## src/sv/assert_macros.svh

```systemverilog
`ifndef ASSERT_MACROS_SVH
`define ASSERT_MACROS_SVH

// Check a property on every rising edge once reset is released.
`define RMQ_ASSERT(label, clk, rst_n, prop) \
  label: assert property (@(posedge clk) disable iff (!rst_n) prop) \
    else $error("rmq assertion failed");

// Check a property on every rising edge, reset included.
`define RMQ_ASSERT_ALWAYS(label, clk, prop) \
  label: assert property (@(posedge clk) prop) \
    else $error("rmq assertion failed");

`endif

```

## src/sv/rmq_pkg.sv

```systemverilog
`timescale 1ns / 1ps
package rmq_pkg;

  typedef logic [1:0] pick_t;

  // Which quaternion component carries the root term.
  localparam pick_t PICK_W = 2'd0;
  localparam pick_t PICK_X = 2'd1;
  localparam pick_t PICK_Y = 2'd2;
  localparam pick_t PICK_Z = 2'd3;

  localparam int PICK_BITS = 2;
  localparam int LANES     = 3;

endpackage

```

## src/sv/rmq_front.sv

```systemverilog
`timescale 1ns / 1ps
module rmq_front import rmq_pkg::*; #(
  parameter int W = 16
) (
  input  logic                          clk,
  input  logic                          rst_n,
  input  logic                          in_push,
  output logic                          in_full,
  input  logic signed [W-1:0]           m00, m01, m02,
  input  logic signed [W-1:0]           m10, m11, m12,
  input  logic signed [W-1:0]           m20, m21, m22,
  output logic                          q_push,
  input  logic                          q_full,
  output logic [W+1:0]                  q_rad,
  output logic [LANES*(W+1)-1:0]        q_num,
  output pick_t                         q_pick
);
  localparam int FRAC = W - 2;
  localparam int EW   = W + 3;

  logic                 v_r;
  logic signed [W-1:0]  a_r [0:8];
  logic signed [EW-1:0] e   [0:8];
  logic signed [EW-1:0] one_e, tr, s;
  logic signed [EW-1:0] p0, p1, p2;
  logic                 load;

  assign in_full = v_r && q_full;
  assign load    = !in_full;
  assign q_push  = v_r && !q_full;
  assign one_e   = EW'(1) <<< FRAC;

  always_ff @(posedge clk) begin
    if (!rst_n) begin
      v_r <= 1'b0;
    end else if (load) begin
      v_r <= in_push;
    end
  end

  always_ff @(posedge clk) begin
    if (load && in_push) begin
      a_r[0] <= m00; a_r[1] <= m01; a_r[2] <= m02;
      a_r[3] <= m10; a_r[4] <= m11; a_r[5] <= m12;
      a_r[6] <= m20; a_r[7] <= m21; a_r[8] <= m22;
    end
  end

  always_comb begin
    for (int i = 0; i < 9; i++) begin
      e[i] = EW'(a_r[i]);
    end
    tr = e[0] + e[4] + e[8];
    // Ties fall to the later branch.
    if (tr > 0) begin
      q_pick = PICK_W;
      s  = tr + one_e;
      p0 = e[7] - e[5];
      p1 = e[2] - e[6];
      p2 = e[3] - e[1];
    end else if (e[0] > e[4] && e[0] > e[8]) begin
      q_pick = PICK_X;
      s  = one_e + e[0] - e[4] - e[8];
      p0 = e[7] - e[5];
      p1 = e[1] + e[3];
      p2 = e[2] + e[6];
    end else if (e[4] > e[8]) begin
      q_pick = PICK_Y;
      s  = one_e + e[4] - e[0] - e[8];
      p0 = e[2] - e[6];
      p1 = e[1] + e[3];
      p2 = e[5] + e[7];
    end else begin
      q_pick = PICK_Z;
      s  = one_e + e[8] - e[0] - e[4];
      p0 = e[3] - e[1];
      p1 = e[2] + e[6];
      p2 = e[5] + e[7];
    end
    // Clamp a negative radicand to zero.
    q_rad = (s <= 0) ? '0 : s[W+1:0];
    q_num = {p2[W:0], p1[W:0], p0[W:0]};
  end
endmodule

```

## config.mk

```make
export PLATFORM = sky130hd
export DESIGN_NAME = rmq_front
export DESIGN_NICKNAME = d
export VERILOG_FILES = /design/src/sv/assert_macros.svh /design/src/sv/rmq_pkg.sv /design/src/sv/rmq_front.sv
export SDC_FILE = /design/constraint.sdc
export NUM_CORES = 1
export LEC_CHECK = 0
export BUFFER_PORTS_ARGS = -buffer_cell sky130_fd_sc_hd__buf_2
export CAP_MARGIN = 25
export CORE_MARGIN = 2
export CORE_UTILIZATION = 50
export CTS_CLUSTER_DIAMETER = 150
export CTS_CLUSTER_SIZE = 28
export DETAILED_ROUTE_END_ITERATION = 10
export PLACE_DENSITY = 0.68
export SETUP_SLACK_MARGIN = 0.1
export SKIP_LAST_GASP = 1
export SYNTH_ARGS = -nofsm -noshare
export SYNTH_HDL_FRONTEND = slang
export SYNTH_SLANG_ARGS = --single-unit
```

## constraint.sdc

```tcl
create_clock -name clk -period 22.2 [get_ports clk]
set_input_delay 1.11 -clock clk [delete_from_list [all_inputs] [get_ports clk]]
set_output_delay 1.11 -clock clk [all_outputs]
set_load 0.01 [all_outputs]
```

==> results of run 1 <==
==> power breakdown <==
| part | internal [uW] | switching, uW |
|---|---|---|
| Combinational | 314 | 480 |
| Clock | 181 | 137 |
| Sequential | 322 | 16.5 |
| Total | 817 | 633 |
==> cell type report <==
class	count	area [um2]	share of cell area (%)
multi-input cells	1406	11600	60.7
flip-flops and latches	145	4340	22.7
well taps	448	561	2.92
clock inverters	15	195	1.02
clock buffers	17	425	2.22
inverters	227	855	4.46
repair buffers	227	1150	6.02
==> critical path: cells and delay by family (launching register included) <==
family	cells	cell delay, ns
compound gates	4	1.55
buf+inv	5	1.29
simple gates	6	1.25
fa+ha+maj	2	0.97
flops	1	0.50
==> worst paths after layout <==
kind | start | endpoint | slack, ns
worst min-delay path | v_r | v_r | 0.68
worst min register to register | v_r | v_r | 0.68
worst max-delay path | a_r[0][7] | q_num[14] | 15.04
worst max register to register | v_r | a_r[0][15] | 19.58
==> logic make-up (layout without fill, tap and decap cells) <==
kind of cell               Yosys count  count (layout)  share of synthesized area (%)
AOI/OAI and AO/OA                  467             467                           17.7
and+or+nand+nor                    422             422                           12.1
adders and majority gates          370             370                           30.4
buffers and inverters              280             486                           6.47
DFF                                145             145                           25.5
xor gates and xnor gates           114             114                           5.85
muxes                               33              33                           2.01
==> flip-flops by register name, indices dropped and copies added, names as in the netlist <==
register  count
v_r           1
a_r         144
==> metal layers <==
| metal | vias to the layer above | GRT usage [%] | wire [um] | share of wire [%] |
|---|---|---|---|---|
| li1 | 6786 | - | - | - |
| met1 | 6597 | 32.7 | 19800 | 44 |
| met2 | 443 | 44.6 | 22200 | 49 |
| met3 | 57 | 3.26 | 2080 | 4.6 |
| met4 | 0 | 9.19 | 1330 | 2.9 |
| met5 | - | 0 | 0 | 0 |
==> stage by stage <==
step | util [%] | power [uW] | area (um2) | std cells
6_report | 57.2 | 1450 | 19200 | 2485
3_3_place_gp | 55.3 | 1120 | 18500 | 2453
5_1_grt | 57.2 | 1550 | 19200 | 2485
3_5_place_dp | 55.3 | 1130 | 18500 | 2453
4_1_cts | 57.2 | 1450 | 19200 | 2485
2_1_floorplan | - | 893 | 17100 | 1831
==> placed cells by master, fill, tap and decap left out, types with 7 or more instances in the layout <==
cell type,n
clkbuf_16,17
nand2b_1,28
o21ai_1,26
nand3_1,21
o31ai_1,20
o211ai_1,9
nor3_1,42
o21ai_0,87
a211oi_1,30
and3_1,14
a21oi_1,133
nor2b_1,32
nor4_1,9
nand2_1,85
a21o_1,22
xor2_1,36
inv_1,226
or3_1,22
mux2i_1,23
a31oi_1,18
edfxtp_1,144
o21a_1,17
buf_2,220
ha_1,296
fa_1,74
xnor2_1,78
nor2_1,130
o21bai_1,18
buf_4,7
==> run metrics, run 1 <==
period utilisation layout=32.3%; CP Launch Type=flop; DRT Pass-1 Iters=5; layout cell share with drive strength beyond 1=~14%; Peak supply drop=between 0.07 and 0.08 mV; ys async rst share=0%; WL/cell=18.3 um; Cell Area, Synth=17100 um2; Antenna Cells=0; # nets final=2542; Worst Hold Class=flop to flop; vias in the first global route=13800; crit-path cells=inv_1 -> fa_1 -> inv_1 -> ha_1 -> and3_1 -> nand2b_1 -> a2111oi_0 -> or3_1 -> a221oi_1 -> and4_1 -> a41oi_4 -> buf_4 -> nor2b_2 -> buf_4 -> nor4_1 -> a21oi_1 -> buf_2; number of synthesized flops with an enable pin=144; DP HPWL=36500 um; Worst-Skew Late Latency=approximately 0.46 ns; largest net degree at the start of global routing=76; clock buffer depth=2; Leak=0.00887 uW; Max FO, Critical Path=56; antenna-violating nets left=0; power per cell area=75.7 nW/um2; worst hold path cell count=2; FILL cells=3003; Synth top area share=25.3%; Placer Congestion=0.942; WS Path Type=flop to output pin; port bufs=220; CTS Buf Count=17; Syn Nets=2349; crit path capture type=output pin; post-layout min period=7.16 ns; synth top area cells=edfxtp_1, ha_1, fa_1; top_reg_cell synth=edfxtp_1; CORE AREA=33500 um2; Final setup viols=0; synth-to-layout area growth=12.4%; CTS Root Cell=clkbuf_16; cts repair resizes=0; starting density of the core=50.9%; synth warn=0; status=finished clean; Layout Skew=0.00849 ns; commonest cells in the netlist=ha_1, inv_1, edfxtp_1, a21oi_1, nor2_1; post-synthesis cell count=1831; worst hold slack=0.678 ns; FMAX=140 MHz; clock sink count=145; Seq cells post-synth=approximately 150; slew margin rel.=33.1%; routed wire length=45400 um; GRT overflow=0; Setup Buffers After CTS=0; unrepaired setup endpoints after global routing=false; most frequent cell after synthesis=ha_1; sequential share of the synthesized area=about a quarter; clk slew on worst S/H paths=approximately 0.070 ns; total of max-cap violations=0; FF-to-FF path depth=4; crit path DAT=6.05 ns; Die Height=189 um; Worst EP required=21.09 ns; vias per cell=5.59; CP peak stage delay=0.75 ns; initial antenna violation count=0; chip width=189 um; drt initial violations=993; Fin. Hold Viols=0; FP Rows=67; I/O pins=221; DRC viols=0; gr usage total=between 20% and 30%; first-pass GRT wire length=71500 um; Slowest cell on crit path=a2111oi_0; vias=13900; Worst Slack Setup Final=15.04 ns; Worst-Margin Slew=1.00 ns; CTS tree=yes; DIE AREA=roughly 36000 um2; Place WS=15.57 ns; setup TNS=0 ns; Pins Over Slew Limit=0; Yosys cell types=80; leading area contributor after synthesis=edfxtp_1; hold buffer count at cts=0; H-tree depth=4; syn avg cell area=roughly 9.3 um2
No activity file was read; power rests on OpenSTA's default activity.
==> inputs of run 2 (changes only) <==
--- a/config.mk
+++ b/config.mk
@@ -5,6 +5,7 @@
 export SDC_FILE = /design/constraint.sdc
 export NUM_CORES = 1
 export LEC_CHECK = 0
+export ABC_AREA = 1
 export BUFFER_PORTS_ARGS = -buffer_cell sky130_fd_sc_hd__buf_2
 export CAP_MARGIN = 25
 export CORE_MARGIN = 2
@@ -12,7 +13,7 @@
 export CTS_CLUSTER_DIAMETER = 150
 export CTS_CLUSTER_SIZE = 28
 export DETAILED_ROUTE_END_ITERATION = 10
-export PLACE_DENSITY = 0.68
+export PLACE_DENSITY = 0.7
 export SETUP_SLACK_MARGIN = 0.1
 export SKIP_LAST_GASP = 1
 export SYNTH_ARGS = -nofsm -noshare
==> constraint.sdc (replaced) <==
create_clock -name clk -period 6.1 [get_ports clk]
set_input_delay 0.305 -clock clk [delete_from_list [all_inputs] [get_ports clk]]
set_output_delay 0.305 -clock clk [all_outputs]
set_load 0.01 [all_outputs]
==> run metrics, run 2 <==
status=finished clean; FF-to-FF path depth=4; power per cell area=278 nW/um2; synth-to-layout area growth=13.8%; Worst EP required=5.79 ns; min-delay src=m12[13]; CP Launch Type=flop; synth warn=0; FP Rows=69; I/O pins=221; post-route non-filler standard cell count=2983; Die Height=around 190 um; unrepaired setup endpoints after global routing=false; leading area contributor after synthesis=edfxtp_1; Worst-Margin Slew=0.811 ns; most common cell after layout, fill and taps aside=nand2_1; first-pass GRT wire length=about 85000 um; Fin. Hold Viols=0; Crit path max-delay family=simple AND/OR/NAND/NOR gates; Pins Over Slew Limit=0; WHS Endpoint=a_r[0][93]; port bufs=220; initial antenna violation count=0; most frequent cell after synthesis=nand2_1; CTS Buf Count=17; setup slack, reg-to-reg=4.40 ns; Placed Cells incl. Taps=2920; Cell Area, Synth=17900 um2; ys async rst share=0%; vias=16000; CTS Root Cell=clkbuf_16; routed wire length=54700 um; Synth top area share=between 20 and 25%; number of synthesized flops with an enable pin=144; CTS tree=yes; Peak supply drop=between 0.2 and 0.3 mV; GRT overflow=0; Syn Nets=2790; gr usage total=around 29%; Layout Skew=between 0.008 and 0.009 ns; antenna-violating nets left=0; syn avg cell area=7.88 um2; # nets final=a little over 3000; DIE AREA=37300 um2; clk slew on worst S/H paths=roughly 0.07 ns; Worst-Skew Late Latency=0.46 ns; synth top area cells=edfxtp_1, ha_1, nand2_1; CP bufs+invs=7; max reg flops=144; largest net degree at the start of global routing=65; starting density of the core=50.6%; setup TNS=0 ns; clock sink count=145; post-layout min period=5.70 ns; DRT Pass-1 Iters=5; drt initial violations=about 1200; DP HPWL=roughly 45000 um; Placer Congestion=1.02; CP peak stage delay=around 0.54 ns; Leak=0.0106 uW; Max FO, Critical Path=21; worst hold path cell count=1; period utilisation layout=93.4%; top_reg_cell synth=edfxtp_1; CORE AREA=~35000 um2; sequential share of the synthesized area=24.3%; layout cell share with drive strength beyond 1=between 10% and 20%; chip width=between 150 and 200 um; vias per cell=5.35; Antenna Cells=0; slew margin rel.=between 40 and 50%; Pwr Total=about 5700 uW; vias in the first global route=15800; Yosys cell types=52; H-tree depth=4; Largest regs=a_r (144), v_r (1); Worst Slack Setup Final=0.401 ns; Final setup viols=0; Seq cells post-synth=145; Worst Hold Class=input port to flop; clock buffer depth=2; most frequent cells in the layout=nand2_1, inv_1, ha_1, buf_2, a21oi_1; worst hold slack=0.0151 ns; DRC viols=0; crit path capture type=output pin; WS Path Type=flop to output pin; crit path DAT=5.39 ns; FMAX=175 MHz; WL/cell=18.3 um; RR Startpoint=v_r; Place WS=approximately 0.57 ns; commonest cells in the netlist=nand2_1, inv_1, ha_1, a21oi_1, edfxtp_1; Slowest cell on crit path=fa_1; total of max-cap violations=0; post-synthesis cell count=~2300; Largest Register=a_r; reg2reg end=a_r[0][63]
-- run 2: changes by cell type in the layout (fill, tap and decap cells not counted), sizes merged, moves of 33 or more --
| cell | delta |
|---|---|
| nand2 | +416 |
| inv | +150 |
| xor2 | +63 |
| nand3 | +123 |
| nor2b | -34 |
| xnor2 | -68 |
| a21oi | +44 |
| a211oi | -33 |
-- run 2: metal layers --
| layer | part of all wire, % | routed length [um] | track usage, % | vias to the layer above |
|---|---|---|---|---|
| met4 | 5.1 | 2770 | 13.8 | 0 |
| met3 | 5.1 | 2810 | 3.96 | 107 |
| met5 | 0 | 0 | 0 | - |
| met2 | 49 | 26800 | 50.6 | 556 |
| met1 | 41 | 22300 | 35.2 | 7440 |
| li1 | - | - | - | 7866 |
-- run 2: through the flow --
stage               utilization [%]  instance area [um2]
floorplan                         -                17900
global placement               55.0                19500
detailed placement             55.0                19500
CTS                            56.6                20000
global route                   57.6                20400
finish                         57.6                20400
-- run 2: final cells by class --
cell class / count / area (um2)
multi-input combinational: 1703 / 12000
fill: 3329 / 15000
clock inverter: 11 / 95.1
tap: 461 / 577
sequential: 145 / 4340
timing repair buffer: 261 / 1460
inverter: 381 / 1430
clock buffer: 21 / 460
-- run 2: cell families (layout without fill, tap and decap cells) --
group / Yosys count / count (layout) / synth area share (%)
and+or+nand+nor: 860 / 862 / 20.5
buffers and inverters: 426 / 674 / 9.19
adders and majority gates: 370 / 370 / 29.0
AOI/OAI and AO/OA: 358 / 358 / 11.4
DFF: 145 / 145 / 24.3
xor gates and xnor gates: 109 / 109 / 5.44
muxes: 4 / 4 / 0.224
-- run 2: where the power goes --
group,switching (uW),internal [uW]
registers,51.5,1170
logic,2230,1170
clock network,488,553
-- run 2: how the worst max path moves through the flow --
stage	cells past startpoint	end	slack [ns]	start
after floorplan	3	a_r[0][0]	1.46	q_full
after global placement	26	q_num[1]	0.61	a_r[0][1]
after detailed placement	27	q_num[1]	0.57	a_r[0][4]
after CTS	27	q_num[12]	0.12	a_r[0][1]
after global routing	27	q_num[22]	0.09	a_r[0][1]
final	31	q_num[44]	0.40	a_r[0][3]
-- run 2: timing repair --
| action | 4_1_cts | 5_1_grt |
|---|---|---|
| hold buffers | 0 | 9 |
| gates resized for setup | 2 | 24 |
| setup buffers | 0 | 19 |
| endpoints found under the setup margin | 2 | 67 |
| pin swaps | 1 | 2 |
| endpoints found under the hold margin | 0 | 9 |
| cloned | 0 | 2 |
-- run 2: worst register-to-register path: stages, from the launching register on --
cell	delay, ns
dfxtp_1	0.31
nand2_1	0.07
inv_1	0.07
nor2_4	0.18
buf_4	0.61
==> inputs of run 3 (changes only) <==
--- a/config.mk
+++ b/config.mk
@@ -9,11 +9,11 @@
 export BUFFER_PORTS_ARGS = -buffer_cell sky130_fd_sc_hd__buf_2
 export CAP_MARGIN = 25
 export CORE_MARGIN = 2
-export CORE_UTILIZATION = 50
+export CORE_UTILIZATION = 40
 export CTS_CLUSTER_DIAMETER = 150
 export CTS_CLUSTER_SIZE = 28
 export DETAILED_ROUTE_END_ITERATION = 10
-export PLACE_DENSITY = 0.7
+export PLACE_DENSITY = 0.58
 export SETUP_SLACK_MARGIN = 0.1
 export SKIP_LAST_GASP = 1
 export SYNTH_ARGS = -nofsm -noshare
==> run metrics, run 3 (synthesized netlist as in run 2, its figures left out) <==
crit-path cells=fa_1 -> ha_1 -> nand2_1 -> inv_1 -> a21oi_1 -> nand3_2 -> a21oi_1 -> xor2_1 -> ha_1 -> nand3_1 -> nor2_1 -> nand3_1 -> nor2_1 -> nand2_1 -> nor2_1 -> nand2_1 -> nor2_2 -> nand3_4 -> nand2_4 -> buf_12 -> buf_4 -> nor2_1 -> a221oi_1 -> buf_2; gr usage total=25.6%; crit path DAT=5.23 ns; DRC viols=0; Antenna Cells=0; setup slack, reg-to-reg=3.90 ns; total of max-cap violations=0; Internal=2930 uW; Place WS=0.444 ns; starting density of the core=40.5%; Max FO, Critical Path=26; crit path capture type=output pin; Peak supply drop=0.288 mV; Crit path max-delay family=adder cells; Die Height=216 um; clock buffer depth=2; Pins Over Slew Limit=0; Leak=0.0112 uW; CORE AREA=about 44000 um2; cell area after placement=~20000 um2; vias=16300; # nets final=3165; FILL cells=4325; Design Area, Final=21900 um2; vias in the first global route=16800; most common cell after layout, fill and taps aside=nand2_1; synth-to-layout area growth=22.1%; Largest regs=a_r (144), v_r (1); period utilisation layout=90.8%; CTS Root Cell=clkbuf_16; unrepaired setup endpoints after global routing=false; most frequent cells in the layout=nand2_1, inv_1, ha_1, buf_2, a21oi_1; vias per cell=5.01; WS Path Type=flop to output pin; routed wire length=roughly 59000 um; antenna-violating nets left=0; Worst Slack Setup Final=approximately 0.56 ns; setup TNS=0 ns; GRT overflow=0; H-tree depth=4; Sw Share=48.9%; post-layout min period=5.54 ns; Placer Congestion=between 0.9 and 1; Seq pwr share=21.3%; clock share of power=17.5%; clock sink count=145; max reg flops=about 140; CP Launch Type=flop; first-pass GRT wire length=91400 um; Worst EP required=5.79 ns; Placed Cells incl. Taps=3056; status=finished clean; Layout Skew=0.0161 ns; CTS tree=yes; crit-path most repeated cell=nor2_1; DP HPWL=48300 um; CP peak stage delay=just over 0.7 ns; I/O pins=roughly 220; DIE AREA=46500 um2; Worst-Margin Slew=0.884 ns; slew margin rel.=approximately two fifths; Fin. Hold Viols=0; Slowest cell on crit path=fa_1; clk slew on worst S/H paths=0.06 ns; drt initial violations=about 1200; largest net degree at the start of global routing=65; FP Rows=between 70 and 80; layout cell share with drive strength beyond 1=13.0%; Worst-Skew Late Latency=~0.51 ns; power per cell area=262 nW/um2; CTS Buf Count=17; combinational power share=61.2%; CP bufs+invs=4; Net Sw Power=2810 uW; post-route non-filler standard cell count=between 3000 and 4000; Final setup viols=0; port bufs=220; DRT Pass-1 Iters=6; Worst Hold Class=input port to flop; initial antenna violation count=0; WL/cell=18.1 um; chip width=roughly 220 um; Largest Register=a_r; FMAX=181 MHz
==> run 3: path summary, 6_finish.rpt <==
check / start / depth (start not counted) / to
worst min-delay path: m12[4] / 1 / a_r[0][84]
worst max register to register: v_r / 5 / a_r[0][31]
worst max-delay path: a_r[0][12] / 24 / q_num[35]
worst min register to register: v_r / 2 / v_r
==> run 3: power groups by stage <==
stage | Combinational [uW] | Sequential [uW] | Clock (uW)
after detailed placement | 3330 | 1250 | 0
after global placement | 3360 | 1240 | 0
after floorplan | 2210 | 1240 | 0
after global routing | 3870 | 1230 | 1060
final | 3510 | 1220 | 1000
after CTS | 3440 | 1230 | 1030
==> run 3: per-stage QoR <==
stage                     power (uW)  utilization (%)  hold slack, ns
final                           5730             49.5          0.0186
after global routing            6170             49.5         0.00578
after CTS                       5690             49.0         0.00484
after detailed placement        4580             44.5           0.479
after global placement          4600             44.5           0.474
after floorplan                 3440                -           0.404
==> run 3: per-layer routing <==
| layer | GRT usage, % | part of all wire [%] | vias up | wire [um] |
|---|---|---|---|---|
| li1 | - | - | 8146 | - |
| met1 | 31.4 | 43 | 7626 | 25100 |
| met2 | 44.7 | 49 | 422 | 28600 |
| met3 | 4.09 | 4.6 | 83 | 2710 |
| met4 | 10.5 | 3.9 | 0 | 2290 |
| met5 | 0 | 0 | - | 0 |
==> run 3: area by class of cell <==
| class | count | area, um2 | area share, % |
|---|---|---|---|
| Timing Repair Buffer | 399 | 2820 | 12.9 |
| Inverter | 381 | 1440 | 6.57 |
| Sequential cell | 145 | 4340 | 19.9 |
| Clock inverter | 11 | 86.3 | 0.395 |
| Clock buffer | 19 | 433 | 1.98 |
| Tap cell | 592 | 741 | 3.39 |
| Multi-Input combinational cell | 1703 | 12000 | 54.9 |
==> run 3: timing repair <==
action                                  in CTS  in global routing
gates cloned                                 0                  2
endpoints found under the hold margin      143                  0
setup buffers                                4                 15
hold buffers                               143                  0
gates resized for setup                      1                 29
endpoints found under the setup margin      20                 70
pin swaps                                    1                  6
