`src/sv/assert_macros.svh`:
```
`ifndef ASSERT_MACROS_SVH
`define ASSERT_MACROS_SVH

// Check a property on every rising edge once reset is released.
`define RMQ_ASSERT(label, clk, rst_n, prop) \
  label: assert property (@(posedge clk) disable iff (!rst_n) prop) \
    else $error("rmq assertion failed");

// Check a property on every rising edge, reset included.
`define RMQ_ASSERT_ALWAYS(label, clk, prop) \
  label: assert property (@(posedge clk) prop) \
    else $error("rmq assertion failed");

`endif

```
`src/sv/rmq_fifo.sv`:
```
`timescale 1ns / 1ps
`include "assert_macros.svh"
module rmq_fifo #(
  parameter int WIDTH = 8,
  parameter int DEPTH = 4
) (
  input  logic             clk,
  input  logic             rst_n,
  input  logic             push,
  input  logic [WIDTH-1:0] din,
  output logic             full,
  input  logic             pop,
  output logic [WIDTH-1:0] dout,
  output logic             empty
);
  localparam int AW = $clog2(DEPTH);

  logic [WIDTH-1:0] mem [0:DEPTH-1];
  logic [AW-1:0]    wr_ptr_r, wr_ptr_nxt, rd_ptr_r, rd_ptr_nxt;
  logic [AW:0]      count_r, count_nxt;
  logic             do_push, do_pop;

  assign full    = (count_r == (AW+1)'(DEPTH));
  assign empty   = (count_r == '0);
  assign do_push = push && !full;
  assign do_pop  = pop && !empty;
  assign dout    = mem[rd_ptr_r];

  always_comb begin
    wr_ptr_nxt = do_push ? wr_ptr_r + 1'b1 : wr_ptr_r;
    rd_ptr_nxt = do_pop ? rd_ptr_r + 1'b1 : rd_ptr_r;
    count_nxt  = count_r;
    if (do_push && !do_pop) begin
      count_nxt = count_r + 1'b1;
    end else if (do_pop && !do_push) begin
      count_nxt = count_r - 1'b1;
    end
  end

  always_ff @(posedge clk) begin
    if (!rst_n) begin
      wr_ptr_r <= '0;
      rd_ptr_r <= '0;
      count_r  <= '0;
    end else begin
      wr_ptr_r <= wr_ptr_nxt;
      rd_ptr_r <= rd_ptr_nxt;
      count_r  <= count_nxt;
    end
  end

  always_ff @(posedge clk) begin
    if (do_push) begin
      mem[wr_ptr_r] <= din;
    end
  end

  `RMQ_ASSERT(a_count_bound, clk, rst_n, count_r <= (AW+1)'(DEPTH))
  `RMQ_ASSERT(a_push_fills, clk, rst_n, (push && !full && !pop) |=> !empty)
  `RMQ_ASSERT(a_pop_frees, clk, rst_n, (pop && !empty && !push) |=> !full)
endmodule

```
`config.mk`:
```
export PLATFORM = sky130hd
export DESIGN_NAME = rmq_fifo
export DESIGN_NICKNAME = d
export VERILOG_FILES = /design/src/sv/rmq_fifo.sv
export VERILOG_INCLUDE_DIRS = /design/src /design/src/sv
export SDC_FILE = /design/constraint.sdc
export NUM_CORES = 1
export LEC_CHECK = 0
export ABC_CLOCK_PERIOD_IN_PS = 2800
export BUFFER_PORTS_ARGS = -buffer_cell sky130_fd_sc_hd__buf_4
export CAP_MARGIN = 20
export CORE_ASPECT_RATIO = 1.2
export CORE_MARGIN = 2
export CORE_UTILIZATION = 40
export DETAILED_ROUTE_END_ITERATION = 7
export PLACE_DENSITY = 0.62
export REMOVE_ABC_BUFFERS = 1
export SLEW_MARGIN = 5
export SYNTH_ARGS = -nofsm -noshare
export SYNTH_HDL_FRONTEND = slang
export SYNTH_SLANG_ARGS = --single-unit
```
`constraint.sdc`:
```
create_clock -name clk -period 2.8 [get_ports clk]
set_clock_uncertainty 0.15 [all_clocks]
set_input_delay 0.28 -clock clk [delete_from_list [all_inputs] [get_ports clk]]
set_output_delay 0.28 -clock clk [all_outputs]
set_load 0.01 [all_outputs]
```
==> results of run 1 <==
==> worst max-delay path, delay by kind of cell (launching register included) <==
family,cells,cell delay [ns]
buffers and inverters,2,0.21
DFF,1,0.48
xor gates and xnor gates,1,0.16
AOI/OAI and AO/OA,1,0.14
and+or+nand+nor,3,0.52
adders and majority gates,2,0.56
==> logic make-up (layout without fill, tap and decap cells) <==
kind of cell	Yosys count	in the layout	share of synthesized area (%)
multiplexers	11	11	12.82
flip-flops	41	41	69.62
adder cells (fa/ha/maj)	6	6	5.038
XOR/XNOR	4	4	2.138
buffers and inverters	7	33	2.137
AND/OR/NAND/NOR	17	17	6.183
AO/OA/AOI/OAI	4	4	2.061
==> flip-flops by register name, indices dropped and copies added, names as in the netlist, named ones only <==
name / count
wr_ptr_r: 2
count_r: 3
mem: 32
rd_ptr_r: 2
==> cell usage in the layout, fill, tap and decap left out <==
master / instances
sky130_fd_sc_hd__and2_1: 8
sky130_fd_sc_hd__mux4_2: 8
sky130_fd_sc_hd__o21ai_0: 1
sky130_fd_sc_hd__nor3_1: 1
sky130_fd_sc_hd__or3_1: 1
sky130_fd_sc_hd__nand2_1: 4
sky130_fd_sc_hd__mux2i_1: 3
sky130_fd_sc_hd__dfxtp_1: 9
sky130_fd_sc_hd__xor2_1: 1
sky130_fd_sc_hd__o31ai_2: 1
sky130_fd_sc_hd__inv_1: 3
sky130_fd_sc_hd__fa_1: 1
sky130_fd_sc_hd__xnor2_1: 3
sky130_fd_sc_hd__nor2b_1: 2
sky130_fd_sc_hd__clkbuf_8: 7
sky130_fd_sc_hd__nor3b_2: 1
sky130_fd_sc_hd__edfxtp_1: 32
sky130_fd_sc_hd__clkinv_2: 1
sky130_fd_sc_hd__a21boi_1: 1
sky130_fd_sc_hd__o311ai_1: 1
sky130_fd_sc_hd__buf_4: 22
sky130_fd_sc_hd__ha_1: 5
==> power by group through the flow <==
stage	Combinational, mW	Clock (mW)	Sequential [mW]
after floorplan	0.292	0	0.829
after global placement	0.444	0	0.850
after detailed placement	0.460	0	0.856
after CTS	0.462	0.419	0.843
after global routing	0.502	0.444	0.856
final	0.452	0.407	0.837
==> metal layers <==
layer  vias up  wire [um]  GRT usage, %
li1        387          -             -
met1       398       1076         14.62
met2        19       1215         19.83
met3         5        115         4.690
met4         0         47         5.185
met5         -          0             0
==> worst min path at each step <==
stage / from / to / slack (ns) / cells past startpoint
floorplan: din[0] / mem[0][0]$_DFFE_PP_ / 0.23 / 0
global placement: din[4] / mem[1][4]$_DFFE_PP_ / 0.33 / 1
detailed placement: din[4] / mem[3][4]$_DFFE_PP_ / 0.33 / 1
CTS: din[5] / mem[3][5]$_DFFE_PP_ / 0.04 / 1
global route: din[5] / mem[0][5]$_DFFE_PP_ / 0.03 / 1
finish: din[6] / mem[0][6]$_DFFE_PP_ / 0.04 / 1
==> layout make-up <==
class | instances | area (sq um)
tap | 54 | 67.56
multi-input combinational | 42 | 462.9
timing repair buffer | 22 | 165.2
clock inverter | 1 | 5.005
sequential | 41 | 1141
fill | 358 | 1992
clock buffer | 7 | 96.34
inverter | 3 | 11.26
==> stage by stage <==
stage / std cells / setup WS [ns] / util, % / area (sq um) / hold slack, ns
floorplan: 86 / 0.4880 / - / 1615 / 0.2289
global placement: 162 / 0.6155 / 46.89 / 1848 / 0.3292
detailed placement: 162 / 0.5098 / 46.89 / 1848 / 0.3326
CTS: 170 / 0.4990 / 49.46 / 1949 / 0.03706
global route: 170 / 0.3693 / 49.46 / 1949 / 0.03116
finish: 170 / 0.5224 / 49.46 / 1949 / 0.04443
==> summary.md, run 1 <==
| Metric | Value |
|---|---|
| Status | `finished, final reports clean` |
| Count of antenna-violating nets left after detailed routing | `0` |
| Post-Synthesis Mean Instance Area | `18.21 sq um` |
| Total vias in the final route | `809` |
| Clock input transition at the sequential cells of the worst setup and hold paths | `0.07 ns` |
| Shortest period the worst path allows | `2.278 ns` |
| Vias per inst | `4.759` |
| Overall fraction of global-route tracks in use | `12.13%` |
| Residual DRC | `0` |
| Post-detail-place hpwl | `1.723 mm` |
| Root Driver | `sky130_fd_sc_hd__clkbuf_8` |
| Hold violation count in the final report | `0` |
| Count of different cell masters after synthesis | `23` |
| Count of flip-flops with a built-in enable after synthesis | `32` |
| Most used flip-flop cell after synthesis | `sky130_fd_sc_hd__edfxtp_1` |
| Number of buffers added for setup after CTS | `0` |
| Peak Freq | `439.1 MHz` |
| Areal power density over the cells | `870.4 mW/mm^2` |
| Sequential area share after synthesis | `69.62%` |
| Clk buf depth | `2` |
| Die height | `74.12 um` |
| Layout cells sized above 1 | `34.48%` |
| Cell-internal power | `1.239 mW` |
| Comb power frac | `26.7%` |
| CTS H-tree depth | `2` |
| Timing endpoint of the critical path | `count_r[2]$_SDFFE_PN0P_` |
| Floorplan die width | `62.44 um` |
| Largest incremental delay on the critical path | `0.48 ns` |
| Hold bufs inserted after CTS | `0` |
| Startpoint of the most critical setup path | `count_r[0]$_SDFFE_PN0P_` |
| Number of max-cap violations | `0` |
| Register share of total power | `49.3%` |
| Worst reg2reg path startpoint | `count_r[0]$_SDFFE_PN0P_` |
| First-pass DRT Iterations | `4` |
| Worst endpoint data arrival time | `2.35 ns` |
| Routability congestion estimate | `0.6748` |
| Fraction of registers with async set or reset after synthesis | `0%` |
| Wire length of the first global-routing pass | `4.002 mm` |
| Cell with the most instances after synthesis | `sky130_fd_sc_hd__edfxtp_1` |
| Portion of total power attributed to the clock network | `24.0%` |
| Crit Path Class | `register to register` |
| Switch Pwr | `0.4578 mW` |
| PortBufs | `21` |
| Critical Path End Type | `register` |
| Average detailed-routed wire length per instance | `14.45 um` |
| Cts bufs inserted | `5` |
| Accumulated negative setup slack | `0 ns` |
| RSZ-0062 raised after global routing | `no` |
| 1st-iter DRT viols | `23` |
| Starting Density | `41.59%` |
| Sum of overflow across all layers after global routing | `0` |
| Core region area | `0.003941 sq mm` |
| Setup slack of the worst register-to-register path | `0.52 ns` |
| Leading cell types by total area after synthesis | `sky130_fd_sc_hd__edfxtp_1, sky130_fd_sc_hd__dfxtp_1, sky130_fd_sc_hd__mux4_2` |
| Fraction of synthesized cell area taken by the top area cell type | `58.63%` |
| Post-synthesis instance total | `90` |
| Final setup violation count | `0` |
| LEAKAGE | `0.7022 nW` |
| Data required time of the worst path | `2.87 ns` |
| Layout Area Growth over Synthesis | `18.93%` |
| Total I/O pin count | `22` |
| R2r endpoint | `count_r[2]$_SDFFE_PN0P_` |
| Worst slew slack as a fraction of its limit | `63.34%` |
| Total clock sinks | `41` |
| Number of global-route vias before repair | `855` |
| Final wirelength | `2.456 mm` |
| Floorplan row count | `25` |
| Die Outline Area | `0.004628 sq mm` |
| Number of max-slew violations in the final report | `0` |
| N_diodes | `0` |
| Switching portion of total power | `26.98%` |
| Number of antenna violations at the first check in global routing | `0` |
| Slowest cell on crit path | `sky130_fd_sc_hd__dfxtp_1` |
| Number of warning messages in the yosys log | `0` |
| Number of cells on the worst reg-to-reg path | `9` |
| Synth Cell Area | `0.001639 sq mm` |
| Maximum fanout encountered on the critical timing path | `7` |
| Startpoint kind of the worst setup timing path | `register` |
| CTS tree | `built` |
| Cell-by-cell trace of the critical path | `nor3b_2 -> nor2b_1 -> buf_4 -> ha_1 -> inv_1 -> fa_1 -> xor2_1 -> or3_1 -> a21boi_1` |
| Ratio of final minimum period to clock period | `81.34%` |
| Quantity of gates resized following cts | `0` |
| Slew @ Worst Pin | `0.5491 ns` |
| Number of nets at the end of the flow | `133` |
| Latest clock arrival within the worst-skew pair | `0.28 ns` |
| Overall Power | `1.697 mW` |
| Flip-flop and latch count after synthesis | `41` |
| Max IR drop VDD | `0.0004184 V` |
| Synth area leader | `sky130_fd_sc_hd__edfxtp_1` |
| Maximum number of pins on one net before global-route repair | `13` |
| Commonest cells post-synth | `sky130_fd_sc_hd__edfxtp_1, sky130_fd_sc_hd__dfxtp_1, sky130_fd_sc_hd__and2_1, sky130_fd_sc_hd__mux4_2, sky130_fd_sc_hd__ha_1` |
| Class of the tightest hold or removal check | `input port to register` |
(Power assumes the default switching activity.)
==> run 2, diff against run 1 <==
--- a/config.mk
+++ b/config.mk
@@ -6,14 +6,15 @@
 export SDC_FILE = /design/constraint.sdc
 export NUM_CORES = 1
 export LEC_CHECK = 0
-export ABC_CLOCK_PERIOD_IN_PS = 2800
+export ABC_AREA = 1
+export ABC_CLOCK_PERIOD_IN_PS = 1900
 export BUFFER_PORTS_ARGS = -buffer_cell sky130_fd_sc_hd__buf_4
 export CAP_MARGIN = 20
 export CORE_ASPECT_RATIO = 1.2
 export CORE_MARGIN = 2
 export CORE_UTILIZATION = 40
 export DETAILED_ROUTE_END_ITERATION = 7
-export PLACE_DENSITY = 0.62
+export PLACE_DENSITY = 0.64
 export REMOVE_ABC_BUFFERS = 1
 export SLEW_MARGIN = 5
 export SYNTH_ARGS = -nofsm -noshare
==> constraint.sdc (replaced) <==
create_clock -name clk -period 1.9 [get_ports clk]
set_clock_uncertainty 0.15 [all_clocks]
set_input_delay 0.19 -clock clk [delete_from_list [all_inputs] [get_ports clk]]
set_output_delay 0.19 -clock clk [all_outputs]
set_load 0.01 [all_outputs]
==> run 2 against run 1 <==
Net effect: synthesized cell count rose by 62%; clock-buffer cell count unchanged; global-route usage is 2.2 points higher; power is 61% higher; critical path depth unchanged; clock power rose by 50%; synthesized area increased by 2.8%; via count increased by 48%; sequential power grew 43%; design area rose by 12%.
==> summary.md, run 2 <==
| Metric | Value |
|---|---|
| Slowest cell on crit path | `sky130_fd_sc_hd__fa_2` |
| PortBufs | `21 (unchanged)` |
| Floorplan die width | `63.26 um (+1.3%)` |
| Count of flip-flops with a built-in enable after synthesis | `32 (unchanged)` |
| Synth area leader | `sky130_fd_sc_hd__edfxtp_1` |
| Core region area | `0.004004 sq mm (+1.6%)` |
| Max IR drop VDD | `0.0007489 V (+79%)` |
| Commonest cells after routing, fill and taps aside | `sky130_fd_sc_hd__edfxtp_1, sky130_fd_sc_hd__buf_4, sky130_fd_sc_hd__nor2_1` |
| Latest clock arrival within the worst-skew pair | `0.29 ns (about the same)` |
| Number of antenna violations at the first check in global routing | `0 (unchanged)` |
| Clock input transition at the sequential cells of the worst setup and hold paths | `0.07 ns (about the same)` |
| Average detailed-routed wire length per instance | `13.03 um (-9.8%)` |
| Critical Path End Type | `register` |
| Layout cells sized above 1 | `29.17% (-5.3 points)` |
| Vias per inst | `4.862 (+2.2%)` |
| Maximum fanout encountered on the critical timing path | `3 (-4)` |
| Starting Density | `42.09% (+0.51 points)` |
| Overall fraction of global-route tracks in use | `14.34% (+2.2 points)` |
| Status | `finished, final reports clean` |
| Number of max-slew violations in the final report | `0 (unchanged)` |
| Post-detail-place hpwl | `2.097 mm (+22%)` |
| Flip-flop and latch count after synthesis | `41 (unchanged)` |
| Final setup violation count | `0 (unchanged)` |
| Data required time of the worst path | `1.94 ns (-0.93 ns)` |
| R2r endpoint | `count_r[1]$_SDFFE_PN0P_` |
| Layout Area Growth over Synthesis | `29.40%` |
| Fraction of registers with async set or reset after synthesis | `0% (unchanged)` |
| Leading cell types by total area after synthesis | `sky130_fd_sc_hd__edfxtp_1, sky130_fd_sc_hd__dfxtp_1, sky130_fd_sc_hd__nor2_1` |
| Areal power density over the cells | `1255 mW/mm^2 (+44%)` |
| Family with the most delay on the worst path | `adder cells` |
| Post-synthesis instance total | `146 (+62%)` |
| Post-Synthesis Mean Instance Area | `11.54 sq um (-37%)` |
| Startpoint of the most critical setup path | `count_r[1]$_SDFFE_PN0P_` |
| Setup slack of the worst register-to-register path | `0.09 ns (-0.43 ns)` |
| Cell with the most instances after synthesis | `sky130_fd_sc_hd__edfxtp_1` |
| Timing endpoint of the critical path | `count_r[1]$_SDFFE_PN0P_` |
| Total clock sinks | `41 (unchanged)` |
| Peak Freq | `553.0 MHz (+26%)` |
| Cell-by-cell trace of the critical path | `nor2_4 -> nand2_1 -> nand2_2 -> inv_2 -> ha_2 -> inv_2 -> fa_2 -> o21ai_2 -> nor2_1` |
| Hold violation count in the final report | `0 (unchanged)` |
| Startpoint kind of the worst setup timing path | `register` |
| Sequential area share after synthesis | `67.71% (-1.9 points)` |
| RSZ-0062 raised after global routing | `yes` |
| Root Driver | `sky130_fd_sc_hd__clkbuf_8` |
| Shortest period the worst path allows | `1.808 ns (-0.4693 ns)` |
| Fraction of synthesized cell area taken by the top area cell type | `57.02% (-1.6 points)` |
| Class of the tightest hold or removal check | `input port to register` |
| First-pass DRT Iterations | `4 (unchanged)` |
| Number of global-route vias before repair | `1,103 (+29%)` |
| Worst reg2reg path startpoint | `count_r[1]$_SDFFE_PN0P_` |
| Count of different cell masters after synthesis | `18 (-22%)` |
| Number of warning messages in the yosys log | `0 (unchanged)` |
| Number of flip-flops in the largest register | `32 (unchanged)` |
| Commonest cells post-synth | `sky130_fd_sc_hd__edfxtp_1, sky130_fd_sc_hd__nor2_1, sky130_fd_sc_hd__inv_1` |
| Total stage count of the critical path | `9 (unchanged)` |
| Post-placement cell count | `228 (+41%)` |
| Die Outline Area | `0.004751 sq mm (+2.7%)` |
| Register with the highest flop count | `mem` |
| Final wirelength | `3.206 mm (+31%)` |
| Wire length of the first global-routing pass | `5.030 mm (+26%)` |
| Ratio of final minimum period to clock period | `95.17% (+14 points)` |
| Most frequent CP cell | `sky130_fd_sc_hd__inv_2` |
| Count of antenna-violating nets left after detailed routing | `0 (unchanged)` |
| Residual DRC | `0 (unchanged)` |
| Number of cells on the worst reg-to-reg path | `9 (unchanged)` |
| Largest registers | `mem (32), count_r (3)` |
| Worst slew slack as a fraction of its limit | `79.94% (+17 points)` |
| Final cell count without fillers | `246 (+45%)` |
| Number of nets at the end of the flow | `209 (+57%)` |
| LEAKAGE | `0.8718 nW (+24%)` |
| Number of max-cap violations | `0 (unchanged)` |
| Crit Path Class | `register to register` |
| Maximum number of pins on one net before global-route repair | `17 (+4)` |
| Sum of overflow across all layers after global routing | `0 (unchanged)` |
| Total I/O pin count | `22 (unchanged)` |
| CTS tree | `built` |
| Most used flip-flop cell after synthesis | `sky130_fd_sc_hd__edfxtp_1` |
| Routability congestion estimate | `0.7579 (+12%)` |
| Clk buf depth | `2 (unchanged)` |
| Final worst hold slack | `0.04606 ns (+0.001626 ns)` |
| Overall Power | `2.737 mW (+61%)` |
| 1st-iter DRT viols | `60 (+160%)` |
| Floorplan row count | `25 (unchanged)` |
| Largest incremental delay on the critical path | `0.44 ns (-0.04 ns)` |
| Buffers and inverters on the worst path | `2 (unchanged)` |
| Leading cell type in the layout, fill and taps excluded | `sky130_fd_sc_hd__edfxtp_1` |
| Slew @ Worst Pin | `0.3004 ns (-0.2487 ns)` |
| CTS H-tree depth | `2 (unchanged)` |
| Worst endpoint data arrival time | `1.84 ns (-0.51 ns)` |
| Cts bufs inserted | `5 (unchanged)` |
| N_diodes | `0 (unchanged)` |
| Total vias in the final route | `1,196 (+48%)` |
| Synth Cell Area | `0.001685 sq mm (+2.8%)` |
| Die height | `75.11 um (+1.3%)` |
==> run 2: cell count changes in the layout (fill, tap and decap cells not counted), moves of 8 or more <==
cell                            before  now
sky130_fd_sc_hd__and2_1              8    0
sky130_fd_sc_hd__o22ai_1             0    8
sky130_fd_sc_hd__inv_1               3   15
sky130_fd_sc_hd__buf_4              22   31
sky130_fd_sc_hd__o21ai_0             1   12
sky130_fd_sc_hd__nor2_1              0   29
sky130_fd_sc_hd__mux4_2              8    0
sky130_fd_sc_hd__dlygate4sd3_1       0    9
sky130_fd_sc_hd__nand2_1             4   12
==> run 2: worst min-delay path: cells and delay by family <==
family / cells / cell delay [ns]
buffers and inverters: 1 / 0.10
AND/OR/NAND/NOR: 3 / 0.15
==> run 2: worst min path at each step <==
| stage | start | end | slack (ns) | depth (start not counted) |
|---|---|---|---|---|
| floorplan | din[0] | mem[0][0]$_DFFE_PP_ | 0.14 | 0 |
| global placement | din[5] | mem[3][5]$_DFFE_PP_ | 0.24 | 1 |
| detailed placement | din[0] | mem[0][0]$_DFFE_PP_ | 0.25 | 1 |
| CTS | push | wr_ptr_r[1]$_SDFFE_PN0P_ | 0.04 | 4 |
| global route | push | wr_ptr_r[1]$_SDFFE_PN0P_ | 0.05 | 4 |
| finish | push | wr_ptr_r[1]$_SDFFE_PN0P_ | 0.05 | 4 |
==> run 2: where the power goes <==
group          switching (mW)  total [mW]  internal (mW)
logic                   0.498       0.925          0.427
registers              0.0906        1.20           1.11
clock network           0.283       0.611          0.328
total                   0.872        2.74           1.86
==> run 2: cells by family (layout without fill, tap and decap cells) <==
| group | Yosys count | after routing | synth area share (%) |
|---|---|---|---|
| flip-flops | 41 | 41 | 67.71 |
| XOR/XNOR | 1 | 1 | 0.5198 |
| adder cells (fa/ha/maj) | 6 | 6 | 4.900 |
| AND/OR/NAND/NOR | 50 | 50 | 11.95 |
| buffers and inverters | 20 | 66 | 5.345 |
| AO/OA/AOI/OAI | 28 | 28 | 9.577 |
==> run 2: cell type report <==
class	instances	area, sq um
Inverter	18	67.56
Tap cell	54	67.56
Multi-Input combinational cell	85	473.0
Sequential cell	41	1149
Clock buffer	7	96.34
Fill cell	358	1823
Timing Repair Buffer	40	322.8
Clock inverter	1	5.005
==> run 2: layer usage <==
layer	part of all wire [%]	vias to the layer above	GRT usage, %
li1	-	585	-
met1	43	578	15.35
met2	50	27	26.00
met3	5.2	6	4.933
met4	1.7	0	6.522
met5	0	-	0
==> run 2: repair_timing <==
item                       in CTS  in global routing
buffers inserted                0                  1
hold buffers                    9                  0
setup endpoints to repair       2                 10
resized for setup               2                 12
hold endpoints to repair       33                  0
==> run 2: stage by stage <==
step	setup TNS, ns	setup WS [ns]	area [sq um]	utilization [%]
2_1_floorplan	0	0.05725	1663	-
3_3_place_gp	0	0.07936	1956	48.84
3_5_place_dp	-0.04168	-0.02382	1956	48.84
4_1_cts	0	0.009112	2151	53.72
5_1_grt	-0.03241	-0.03241	2181	54.47
6_report	0	0.09171	2181	54.47
==> run 3, diff against run 2 <==
--- a/config.mk
+++ b/config.mk
@@ -13,8 +13,8 @@
 export CORE_ASPECT_RATIO = 1.2
 export CORE_MARGIN = 2
 export CORE_UTILIZATION = 40
+export CTS_CLUSTER_DIAMETER = 200
 export DETAILED_ROUTE_END_ITERATION = 7
-export PLACE_DENSITY = 0.64
 export REMOVE_ABC_BUFFERS = 1
 export SLEW_MARGIN = 5
 export SYNTH_ARGS = -nofsm -noshare
==> run 3 against run 2 <==
Net effect: power is 3.0% lower; flip-flop and latch count stayed put; critical path depth is 3 higher; critical path type unchanged; critical endpoint is now count_r[2]$_SDFFE_PN0P_; highest routed layer unchanged.
==> summary.md, run 3 (same netlist as run 2, synthesis figures left out) <==
| Metric | Value |
|---|---|
| CTS H-tree depth | `2 (unchanged)` |
| Die Outline Area | `0.004751 sq mm (unchanged)` |
| Routed met3 length | `121 um (-28%)` |
| Final worst slack | `0.1305 ns (+0.03882 ns)` |
| Total I/O pin count | `22 (unchanged)` |
| Shortest period the worst path allows | `1.769 ns (-0.03882 ns)` |
| Critical Path End Type | `register` |
| Total clock sinks | `41 (unchanged)` |
| Residual DRC | `0 (unchanged)` |
| Data required time of the worst path | `1.94 ns (about the same)` |
| Floorplan die width | `63.26 um (unchanged)` |
| Sum of overflow across all layers after global routing | `0 (unchanged)` |
| Areal power density over the cells | `1225 mW/mm^2 (-2.4%)` |
| Floorplan row count | `25 (unchanged)` |
| Detailed route wirelength on metal2 | `1.725 mm (+7.4%)` |
| Commonest cells after routing, fill and taps aside | `sky130_fd_sc_hd__buf_4, sky130_fd_sc_hd__edfxtp_1, sky130_fd_sc_hd__nor2_1` |
| Slew @ Worst Pin | `0.2970 ns (-0.003480 ns)` |
| Final wirelength | `3.132 mm (-2.3%)` |
| Latest clock arrival within the worst-skew pair | `0.29 ns (about the same)` |
| Number of global-route vias before repair | `1,192 (+8.1%)` |
| Root Driver | `sky130_fd_sc_hd__clkbuf_8` |
| Maximum fanout encountered on the critical timing path | `3 (unchanged)` |
| LEAKAGE | `0.8626 nW (-1.1%)` |
| Setup slack of the worst register-to-register path | `0.13 ns (+0.04 ns)` |
| Core Util, Final | `54.13% (-0.34 points)` |
| Worst endpoint data arrival time | `1.81 ns (-0.03 ns)` |
| Peak Freq | `565.1 MHz (+2.2%)` |
| Wire length of the first global-routing pass | `5.319 mm (+5.7%)` |
| Max IR drop VDD | `0.0006611 V (-12%)` |
| Crit Path Class | `register to register` |
| Most frequent CP cell | `sky130_fd_sc_hd__nand2_1` |
| Count of antenna-violating nets left after detailed routing | `0 (unchanged)` |
| Number of flip-flops in the largest register | `32 (unchanged)` |
| Wire length the detailed router placed on met1 | `1.228 mm (-11%)` |
| Pre-CTS setup slack | `-0.01459 ns (+0.009233 ns)` |
| Number of max-cap violations | `0 (unchanged)` |
| Maximum number of pins on one net before global-route repair | `17 (unchanged)` |
| Vias per inst | `4.821 (-0.84%)` |
| Worst slew slack as a fraction of its limit | `80.17% (+0.23 points)` |
| Accumulated negative setup slack | `0 ns (unchanged)` |
| Total vias in the final route | `1,186 (-0.84%)` |
| Hold violation count in the final report | `0 (unchanged)` |
| Cts bufs inserted | `5 (unchanged)` |
| Number of nets at the end of the flow | `209 (unchanged)` |
| Final cell count without fillers | `246 (unchanged)` |
| RSZ-0062 raised after global routing | `no` |
| Average detailed-routed wire length per instance | `12.73 um (-2.3%)` |
| PortBufs | `21 (unchanged)` |
| Clk buf depth | `2 (unchanged)` |
| Class of the tightest hold or removal check | `input port to register` |
| First-pass DRT Iterations | `4 (unchanged)` |
| Ratio of final minimum period to clock period | `93.13% (-2.0 points)` |
| N_diodes | `0 (unchanged)` |
| Largest incremental delay on the critical path | `0.36 ns (-0.08 ns)` |
| Layout cells sized above 1 | `28.13% (-1.0 points)` |
| Startpoint kind of the worst setup timing path | `register` |
| Status | `finished, final reports clean` |
| Highest metal used | `met4` |
| Number of max-slew violations in the final report | `0 (unchanged)` |
| Largest registers | `mem (32), count_r (3)` |
| Clock input transition at the sequential cells of the worst setup and hold paths | `0.07 ns (about the same)` |
| Post-detail-place hpwl | `2.174 mm (+3.7%)` |
| Die height | `75.11 um (unchanged)` |
| CTS tree | `built` |
| Slowest cell on crit path | `sky130_fd_sc_hd__dfxtp_4` |
| 1st-iter DRT viols | `34 (-43%)` |
| Starting Density | `42.09% (unchanged)` |
| Register with the highest flop count | `mem` |
| Post-placement cell count | `229 (+0.44%)` |
| Cell-by-cell trace of the critical path | `nor2_4 -> nand2_2 -> nand2_2 -> ha_4 -> inv_2 -> fa_2 -> inv_1 -> nand2_1 -> nand3_1 -> nand2_1 -> nand2_1 -> nor2_1` |
| Core region area | `0.004004 sq mm (unchanged)` |
| Routability congestion estimate | `0.7160 (-5.5%)` |
| Layout Area Growth over Synthesis | `28.58%` |
| Number of antenna violations at the first check in global routing | `0 (unchanged)` |
| Overall fraction of global-route tracks in use | `15.23% (+0.89 points)` |
| Final setup violation count | `0 (unchanged)` |
## run 3: final timing paths
path,startpoint,to,depth (start not counted)
hold reg to reg,rd_ptr_r[0]$_SDFFE_PN0P_,rd_ptr_r[0]$_SDFFE_PN0P_,2
setup / recovery,count_r[1]$_SDFFE_PN0P_,count_r[2]$_SDFFE_PN0P_,12
setup reg to reg,count_r[1]$_SDFFE_PN0P_,count_r[2]$_SDFFE_PN0P_,12
hold / removal,rst_n,count_r[2]$_SDFFE_PN0P_,3
## run 3: layer usage
| layer | track usage, % | vias up |
|---|---|---|
| li1 | - | 588 |
| met1 | 15.36 | 566 |
| met5 | 0 | - |
| met2 | 29.55 | 27 |
| met4 | 7.246 | 0 |
| met3 | 4.036 | 5 |
## run 3: layout make-up
class | count | area, sq um
flip-flops and latches | 41 | 1146
inverters | 18 | 67.56
clock buffers | 5 | 68.82
clock inverters | 3 | 17.52
fillers | 364 | 1837
multi-input cells | 85 | 479.2
well taps | 54 | 67.56
repair buffers | 40 | 320.3
## run 3: where the power goes
part	internal, mW	total [mW]	switching [mW]
clock	0.253	0.531	0.278
combinational	0.436	0.951	0.515
sequential	1.11	1.17	0.0654
## run 3: repair_timing
| item | in CTS | in global routing |
|---|---|---|
| setup endpoints to repair | 2 | 2 |
| hold endpoints to repair | 32 | 0 |
| pin swaps | 0 | 1 |
| setup buffers | 0 | 1 |
| hold buffers | 8 | 0 |
| resized for setup | 2 | 10 |
## run 3: worst max-delay path, delay by kind of cell, from the launching register on
kind,cells,cell delay (ns)
and+or+nand+nor,8,0.55
adders and majority gates,2,0.48
DFF,1,0.36
buffers and inverters,2,0.11
## run 3: metrics by stage
step	hold slack [ns]	area [sq um]	power, mW
2_1_floorplan	0.1389	1663	1.658
3_3_place_gp	0.2399	1963	2.024
3_5_place_dp	0.2436	1963	2.063
4_1_cts	0.008840	2133	2.621
5_1_grt	0.02199	2167	2.843
6_report	0.01520	2167	2.655
